==> config.mk <==
export PLATFORM = sky130hd
export DESIGN_NAME = block_reverse_k_group
export DESIGN_NICKNAME = d
export VERILOG_FILES = /design/src/sv/bkr_pkg.sv /design/src/sv/bkr_cell.sv /design/src/sv/block_reverse_k_group.sv
export SDC_FILE = /design/constraint.sdc
export NUM_CORES = 1
export LEC_CHECK = 0
export ABC_AREA = 1
export BUFFER_PORTS_ARGS = -buffer_cell sky130_fd_sc_hd__buf_2
export CAP_MARGIN = 15
export CELL_PAD_IN_SITES_DETAIL_PLACEMENT = 1
export CELL_PAD_IN_SITES_GLOBAL_PLACEMENT = 1
export CORE_UTILIZATION = 40
export CTS_CLUSTER_DIAMETER = 50
export DETAILED_ROUTE_END_ITERATION = 16
export MAX_ROUTING_LAYER = met4
export PLACE_DENSITY = 0.71
export SLEW_MARGIN = 20
export SYNTH_ARGS = -nofsm -noshare
export SYNTH_HDL_FRONTEND = slang
export SYNTH_HIERARCHICAL = 1
export SYNTH_SLANG_ARGS = --single-unit
==> constraint.sdc <==
create_clock -name clk_i -period 54.1 [get_ports clk_i]
set_input_delay 10.82 -clock clk_i [delete_from_list [all_inputs] [get_ports clk_i]]
set_output_delay 10.82 -clock clk_i [all_outputs]
set_load 0.005 [all_outputs]
==> src/sv/bkr_pkg.sv <==
`default_nettype none

package bkr_pkg;

  // Width of one stream word.
  localparam int unsigned DataW = 32;

  // Width of the group size register.
  localparam int unsigned GsizeW = 5;

  // Controller states, one-hot.
  typedef enum logic [1:0] {
    ST_FILL  = 2'b01,
    ST_DRAIN = 2'b10
  } state_e;

  // Shift command for the cell chain.
  typedef struct packed {
    logic en;  // move every cell by one place this cycle
    logic up;  // 1: toward higher index, 0: toward lower index
  } shift_ctl_t;

endpackage

`default_nettype wire

==> src/sv/bkr_cell.sv <==
`default_nettype none

module bkr_cell
  import bkr_pkg::*;
(
  input  wire logic                     clk_i,
  input  wire shift_ctl_t               ctl_i,
  input  wire logic signed [DataW-1:0]  left_i,
  input  wire logic signed [DataW-1:0]  right_i,
  output logic signed [DataW-1:0]       value_o
);

  logic signed [DataW-1:0] value_q;
  logic signed [DataW-1:0] value_d;

  // Take the word from the lower neighbor when shifting up, else from the upper one.
  always_comb begin
    value_d = value_q;
    if (ctl_i.en) begin
      value_d = ctl_i.up ? left_i : right_i;
    end
  end

  // Payload only, so no reset.
  always_ff @(posedge clk_i) begin
    value_q <= value_d;
  end

  assign value_o = value_q;

endmodule

`default_nettype wire

==> src/sv/block_reverse_k_group.sv <==
// Stream reverser in groups of k. Words arrive on the slave stream, one a
// cycle while a group fills; they enter a chain of MAX_GROUP cells at cell 0
// and move one cell up per word. When the group reaches the programmed size
// (group_size, 0 read as 1, values above MAX_GROUP read as MAX_GROUP), or a
// word with tlast ends the sequence, the input stalls and the held words
// leave one a cycle while the master stream accepts them: a full group
// newest first by shifting the chain down, a short tail in arrival order
// by shifting the chain up past the oldest cell. No new word is taken
// until a group has drained, since the single chain both fills and
// drains. The final word of a sequence carries tlast. An output register
// decouples the master stream, so backpressure only extends the drain.
// group_size is at byte address 0 of the APB port and should be written
// only while the block is idle.
`default_nettype none

module block_reverse_k_group
  import bkr_pkg::*;
#(
  parameter int unsigned MAX_GROUP = 16
) (
  input  wire logic                    clk_i,
  input  wire logic                    rst_ni,
  // Slave stream: tdata = item_value[31:0], tlast = item_last.
  input  wire logic                    s_axis_tvalid,
  output logic                         s_axis_tready,
  input  wire logic signed [DataW-1:0] s_axis_tdata,
  input  wire logic                    s_axis_tlast,
  // Master stream: tdata = out_value[31:0], tlast = out_last.
  output logic                         m_axis_tvalid,
  input  wire logic                    m_axis_tready,
  output logic signed [DataW-1:0]      m_axis_tdata,
  output logic                         m_axis_tlast,
  // APB configuration port.
  input  wire logic                    psel,
  input  wire logic                    penable,
  input  wire logic                    pwrite,
  input  wire logic [2:0]              paddr,
  input  wire logic [31:0]             pwdata,
  output logic [31:0]                  prdata,
  output logic                         pready
);

  localparam int unsigned CntW = $clog2(MAX_GROUP + 1);
  localparam int unsigned IdxW = (MAX_GROUP > 1) ? $clog2(MAX_GROUP) : 1;
  localparam logic [CntW-1:0] MaxCnt = CntW'(MAX_GROUP);
  localparam logic [GsizeW-1:0] GsizeRst = GsizeW'(2);
  localparam logic [2:0] AddrGsize = 3'd0;

  state_e                  state_q, state_d;
  logic [GsizeW-1:0]       gsize_q;
  logic [CntW-1:0]         fill_q, fill_d;
  logic [CntW-1:0]         remain_q, remain_d;
  logic [IdxW-1:0]         top_q, top_d;
  logic                    rev_q, rev_d;
  logic                    seq_last_q, seq_last_d;
  logic                    mvalid_q, mvalid_d;
  logic signed [DataW-1:0] mdata_q, mdata_d;
  logic                    mlast_q, mlast_d;

  logic [CntW-1:0]         keff;
  logic [CntW+GsizeW-1:0]  gsize_ext;
  logic [CntW-1:0]         fill_inc;
  logic                    in_acc;
  logic                    out_load;
  shift_ctl_t              shift_ctl;
  logic signed [DataW-1:0] cell_val [MAX_GROUP];

  // Configuration register.
  assign pready = 1'b1;
  assign prdata = {{(32-GsizeW){1'b0}}, gsize_q};

  always_ff @(posedge clk_i or negedge rst_ni) begin
    if (!rst_ni) begin
      gsize_q <= GsizeRst;
    end else if (psel && penable && pwrite && pready && paddr == AddrGsize) begin
      gsize_q <= pwdata[GsizeW-1:0];
    end
  end

  // Effective group size: zero reads as one, large values saturate.
  assign gsize_ext = (CntW+GsizeW)'(gsize_q);
  always_comb begin
    if (gsize_q == '0) begin
      keff = CntW'(1);
    end else if (gsize_ext > (CntW+GsizeW)'(MAX_GROUP)) begin
      keff = MaxCnt;
    end else begin
      keff = gsize_ext[CntW-1:0];
    end
  end

  assign s_axis_tready = (state_q == ST_FILL);
  assign in_acc        = s_axis_tvalid && s_axis_tready;
  assign out_load      = (state_q == ST_DRAIN) && (!mvalid_q || m_axis_tready);
  assign fill_inc      = fill_q + CntW'(1);

  // Controller: fill the chain, then drain it word by word.
  always_comb begin
    state_d    = state_q;
    fill_d     = fill_q;
    remain_d   = remain_q;
    top_d      = top_q;
    rev_d      = rev_q;
    seq_last_d = seq_last_q;
    mvalid_d   = mvalid_q;
    mdata_d    = mdata_q;
    mlast_d    = mlast_q;
    shift_ctl  = '{en: 1'b0, up: 1'b1};

    if (m_axis_tready) begin
      mvalid_d = 1'b0;
    end

    case (state_q)
      ST_FILL: begin
        if (in_acc) begin
          shift_ctl = '{en: 1'b1, up: 1'b1};
          fill_d    = fill_inc;
          if (fill_inc >= keff || s_axis_tlast) begin
            state_d    = ST_DRAIN;
            fill_d     = '0;
            remain_d   = fill_inc;
            top_d      = IdxW'(fill_q);
            rev_d      = (fill_inc >= keff);
            seq_last_d = s_axis_tlast;
          end
        end
      end
      ST_DRAIN: begin
        if (out_load) begin
          shift_ctl = '{en: 1'b1, up: !rev_q};
          mvalid_d  = 1'b1;
          mdata_d   = rev_q ? cell_val[0] : cell_val[top_q];
          mlast_d   = seq_last_q && (remain_q == CntW'(1));
          remain_d  = remain_q - CntW'(1);
          if (remain_q == CntW'(1)) begin
            state_d = ST_FILL;
          end
        end
      end
      default: begin
        state_d = ST_FILL;
      end
    endcase
  end

  always_ff @(posedge clk_i or negedge rst_ni) begin
    if (!rst_ni) begin
      state_q    <= ST_FILL;
      fill_q     <= '0;
      remain_q   <= '0;
      top_q      <= '0;
      rev_q      <= 1'b0;
      seq_last_q <= 1'b0;
      mvalid_q   <= 1'b0;
    end else begin
      state_q    <= state_d;
      fill_q     <= fill_d;
      remain_q   <= remain_d;
      top_q      <= top_d;
      rev_q      <= rev_d;
      seq_last_q <= seq_last_d;
      mvalid_q   <= mvalid_d;
    end
  end

  // Output word register.
  always_ff @(posedge clk_i) begin
    mdata_q <= mdata_d;
    mlast_q <= mlast_d;
  end

  assign m_axis_tvalid = mvalid_q;
  assign m_axis_tdata  = mdata_q;
  assign m_axis_tlast  = mlast_q;

  // Chain of cells; cell 0 takes new words from the slave stream.
  for (genvar i = 0; i < MAX_GROUP; i++) begin : g_cell
    logic signed [DataW-1:0] left_w;
    logic signed [DataW-1:0] right_w;
    if (i == 0) begin : g_head
      assign left_w = s_axis_tdata;
    end else begin : g_body
      assign left_w = cell_val[i-1];
    end
    if (i == MAX_GROUP - 1) begin : g_tail
      assign right_w = '0;
    end else begin : g_inner
      assign right_w = cell_val[i+1];
    end
    bkr_cell u_cell (
      .clk_i   (clk_i),
      .ctl_i   (shift_ctl),
      .left_i  (left_w),
      .right_i (right_w),
      .value_o (cell_val[i])
    );
  end

  // A group never holds more words than the chain has cells.
  assert property (@(posedge clk_i) disable iff (!rst_ni) fill_q < MaxCnt)
    else $error("fill count reached chain length");

  // A drain always has at least one word left to send.
  assert property (@(posedge clk_i) disable iff (!rst_ni)
    state_q == ST_DRAIN |-> remain_q != '0)
    else $error("drain with no words left");

  // The end of a sequence always starts a drain and empties the group.
  assert property (@(posedge clk_i) disable iff (!rst_ni)
    in_acc && s_axis_tlast |=> state_q == ST_DRAIN && fill_q == '0)
    else $error("sequence end did not start a drain");

  // A word flagged last is the final word of its drain.
  assert property (@(posedge clk_i) disable iff (!rst_ni)
    out_load && mlast_d |=> state_q == ST_FILL)
    else $error("last word sent before drain finished");

endmodule

`default_nettype wire
# Yosys cells after proc, flatten, opt, wreduce, memory -nomap -nowiden

Cells that the tools add are included.

Shift operators: 0
Div/mod/pow operators: 0
Equality and inequality tests: 7
Add/sub/neg operators: 2
Muxes and demuxes: 37
Multipliers: 0
Bitwise logic cells: 1
Reduce and logical (&&, ||, !) cells: 18
$lt $le $gt $ge: 3

Operators with widths:

| kind                                                                | count |
|---|---|
| 32-bit 2-to-1 mux                                                   | 18 |
| 32-bit binary-select mux with 4-bit select                          | 1 |
| 5-bit 2-to-1 mux                                                    | 6 |
| 2-bit 2-to-1 mux                                                    | 6 |
| 5-bit case mux with 2 select lines                                  | 1 |
| 2-bit case mux with 2 select lines                                  | 2 |
| 4-bit AND reduction                                                 | 2 |
| 1-bit logical AND                                                   | 6 |
| 2-bit by 1-bit != test with 1-bit output (second input constant)    | 3 |
| 5-bit by 1-bit adder with 5-bit output (second input constant)      | 1 |
| 5-bit by 1-bit == test with 1-bit output (second input constant)    | 1 |
| 5-bit greater-or-equal comparator                                   | 1 |
| 5-bit greater-or-equal comparator (second input constant)           | 1 |
| 5-bit greater-than comparator (second input constant)               | 1 |
| 5-bit logical NOT                                                   | 1 |
| 4-bit NOT with 5-bit output                                         | 1 |
| 5-bit by 1-bit subtractor with 5-bit output (second input constant) | 1 |
| 2-bit AND reduction                                                 | 2 |
| 3-bit logical NOT                                                   | 1 |
| 1-bit 2-to-1 mux                                                    | 3 |
| 3-bit AND reduction                                                 | 1 |
| 2-bit by 1-bit == test with 1-bit output (second input constant)    | 1 |
| 2-bit == test (second input constant)                               | 1 |
| 1-bit logical NOT                                                   | 2 |
| other kinds (3)                                                     | 4 |

Bits in read-only memories: 0
Memories: 0
Word-level logic and storage cells: 94
Output and inout port bits: 68
Bits in registers: 569
Bits in latches: 0
RAM bits: 0

# Logic depth before layout (Yosys ltp)

Depth in word-level cells: 8
Mapped depth: 15
Depth with buffers taken out: 14

# Hierarchy

The synthesis kept the hierarchy.

By module, submodules not included:

| module                | cells an instance | area an instance (µm²) | instances |
|---|---|---|---|
| bkr_cell              | 136               | 1452.6                 | 16 |
| block_reverse_k_group | 1526              | 8191.6                 | 1 |

# Least setup slack after synthesis

No wires, ideal clock.

Path kind: input to register
Start point: input port m_axis_tready
End point: register g_cell[0].u_cell.value_q[0] (enable)
Arrival: 33.663 ns
Library setup time: 1.402 ns
Stages on the path: 4
Path slack: 19.035 ns
Buffers on the path: 0
Data required time: 52.698 ns
Cells stage by stage: nor2_1 nor2_1 nor2_1 nor2_1

RTL lines:

| item                   | line                        | text |
|---|---|---|
| start: declaration     | block_reverse_k_group.sv:30 | `input wire logic m_axis_tready,` |
| end signal: assignment | bkr_cell.sv:26              | `value_q <= value_d;` |
| end: declaration       | bkr_cell.sv:13              | `logic signed [DataW-1:0] value_q;` |

==> impl_results.md <==
* Highest clock rate at 0.0669 GHz
* Post-synthesis cell area at 31,400 sq um
* Clock-pin slew on the worst setup and hold paths at 60 ps
* Setup TNS at 0 ps
* Commonest non-fill, non-tap cell in the layout: nand2_1
* DIE AREA at 79,700 sq um
* Area Growth Syn to Fin at 6.98%
* Worst Path Arrival at 15,180 ps
* DIE HEIGHT at 282 um
* Vias at 24,900
* Hold-fix buffers, CTS at 0
* Post-CTS setup buffers at 0
* # DRC at 0
* TritonCTS buffer count at 74
* CP dominant cell by count: buf_4
* Fin cells at 4,787
* Setup crit end kind: flop
* First-pass GRT wire length at 140 mm
* RePlAce Congestion at 0.799
* Synth Instances at 3,702
* Cell family with most CP delay: buffers and inverters
* Worst slew pin tran at 1110 ps
* Status: finished, final reports clean
* HPWL after DPL at 51.3 mm
* Resized cells post-CTS at 0
* Slowest cell delay on critical path at 900 ps
* CP cell instances: buf_2 > nor2_1 > nor2_4 > buf_16 > nor2_1 > nor2_4 > buf_4 > buf_4 > buf_12 > buf_4
* Seq/Total Area, Yosys at 54.0%
* Setup Crit Path Kind: input pin to flop
* Gr usage total at 22.8%
* Final WL at 87.5 mm
* Pin count of the biggest net entering global routing at 184
* Final worst path period share at 27.6%
* Post-synth cell types at 28
* Inst Count DP at 4,651
* Clock sink count at 569
* Initial DRC count at 1,347
* Highest metal used: met4
* Post-DRT Antenna Nets at 0
* Minimum clock period at 14,950 ps
* Seq cells post-synth at 569
* Layout Skew at 20.4 ps
* Site Rows at 102
* Slew headroom at 25.8%
* Post-DP Area at 31,100 sq um
* Root buf cell: clkbuf_16
* Routed wl met3 at 2.25 mm
* H-Tree Depth at 3
* Core area at 77,600 sq um
* Ys Warns at 6
* Most frequent cells in the layout: nand2_1, edfxtp_1, nand3_1, nand2_2, buf_2
* PortBufs at 87
* Worst Path Required at 54,320 ps
* RSZ-0062 raised after global routing: false
* Final #Nets at 3,773
* Crit start category: input pin
* M1 WL at 37.0 mm
* Final Hold Violating Endpoints at 0
* Slowest cell on crit path: buf_4
* Max cap viols at 0
* DRT Pass-1 Iters at 5
* Starting Density at 40.5%
* Final WS setup at 39,150 ps
* CP Max Fanout at 179
* Setup violators final at 0
* Skew-Pair Late Insertion Delay at 620 ps
* WL per Instance at 18.3 um
* Crit path buf inv count at 6
* GRT Residual Overflow at 0
* Vias in the first global route at 26,300
* CTS tree: done
* # diodes at 0
* Final Max Tran Viols at 0
* Avg Synthesized Cell Area at 8.49 sq um
* Final Cell Area at 33,600 sq um
* Vias/cell at 5.20
* Filler cells at 9,366
* IO Pins at 143
* Metal2 WL at 44.8 mm
* Layout cells sized above 1 at 10.7%
* Die X at 282 um
* Initial antenna violation count at 0
* Tightest Hold Check Type: flop to flop
* Worst slack, placed at 38,220 ps
* Clock Tree Buf Depth at 3
-- cells in the mapped netlist --
| library cell | n | area (sq um) |
|---|---|---|
| nand3_1 | 395 | 1980 |
| edfxtp_1 | 545 | 16400 |
| conb_1 | 2 | 7.51 |
| clkbuf_1 | 20 | 75.1 |
| xnor2_1 | 1 | 8.76 |
| o211ai_1 | 1 | 7.51 |
| nand4_1 | 10 | 62.6 |
| inv_1 | 34 | 128 |
| inv_8 | 16 | 180 |
| a21oi_1 | 2 | 10.0 |
| o21ai_0 | 20 | 100 |
| ha_1 | 10 | 125 |
| o21bai_1 | 1 | 7.51 |
| clkbuf_8 | 48 | 661 |
| buf_2 | 42 | 210 |
| dfstp_2 | 2 | 52.6 |
| buf_4 | 46 | 345 |
| nand2_1 | 2208 | 8290 |
| buf_1 | 10 | 37.5 |
| or2_2 | 1 | 6.26 |
| buf_12 | 16 | 320 |
| buf_8 | 2 | 30.0 |
| dfrtp_1 | 22 | 551 |
| nor2_1 | 14 | 52.6 |
| nand2_2 | 160 | 1000 |
| nor3_1 | 1 | 5.00 |
| inv_6 | 1 | 8.76 |
| buf_6 | 72 | 811 |
-- path summary, 6_finish.rpt --
| check | from | endpoint | slack (ps) | depth (start not counted) |
|---|---|---|---|---|
| max | m_axis_tready | g_cell[15].u_cell/value_o[9]$_DFFE_PP_ | 39150 | 10 |
| min reg2reg | state_q[0]$_DFFE_PN1P_ | state_q[0]$_DFFE_PN1P_ | 490 | 2 |
| max reg2reg | state_q[0]$_DFFE_PN1P_ | g_cell[15].u_cell/value_o[9]$_DFFE_PP_ | 48480 | 11 |
| max in group asynchronous | rst_ni | top_q[2]$_DFFE_PN0P_ | 43410 | 1 |
| min in group asynchronous | rst_ni | m_axis_tvalid$_DFF_PN0_ | 10210 | 1 |
| min | state_q[0]$_DFFE_PN1P_ | state_q[0]$_DFFE_PN1P_ | 490 | 2 |
-- flip-flops by register name, indices dropped and copies added (netlist names) --
name / cells
fill_q: 5
g_cell.u_cell/value_o: 512
gsize_q: 5
m_axis_tdata: 32
m_axis_tlast: 1
m_axis_tvalid: 1
remain_q: 5
rev_q: 1
seq_last_q: 1
state_q: 2
top_q: 4
-- area by class of cell --
| type | count | area [sq um] | share of cell area, % |
|---|---|---|---|
| clock buffers | 99 | 2060 | 6.13 |
| clock inverters | 36 | 400 | 1.19 |
| inverters | 51 | 330 | 0.982 |
| multi-input cells | 2884 | 11900 | 35.4 |
| flip-flops and latches | 569 | 17000 | 50.5 |
| well taps | 1040 | 1300 | 3.87 |
| repair buffers | 108 | 663 | 1.97 |
-- through the flow --
step,utilization (%),hold slack (ps)
detailed placement,40.1,488
finish,43.3,493
global placement,40.1,468
global route,43.3,526
CTS,43.3,497
floorplan,-,453
-- worst min-delay path, stage by stage, from the launching register on --
cell     delay, ps
dfstp_2        380
nand2_1         60
nand2_1         50
-- layer usage --
metal | up-vias | global-route usage (%)
met1 | 12600 | 27.0
met3 | 174 | 2.72
met4 | 0 | 8.70
met5 | - | -
li1 | 11800 | -
met2 | 340 | 39.4
-- cell families (layout without fill, tap and decap cells) --
| family | after synthesis | count (layout) | synth area share (%) |
|---|---|---|---|
| xor gates and xnor gates | 1 | 1 | 0.0279 |
| AOI/OAI and AO/OA | 24 | 24 | 0.398 |
| other | 2 | 60 | 0.0239 |
| adders and majority gates | 10 | 10 | 0.398 |
| buffers and inverters | 307 | 294 | 8.93 |
| and+or+nand+nor | 2789 | 2789 | 36.2 |
| DFF | 569 | 569 | 54.0 |
Power is left out: the tool's default activity adds up to more than one toggle a clock period on the data nets, which glitch-free logic cannot reach.
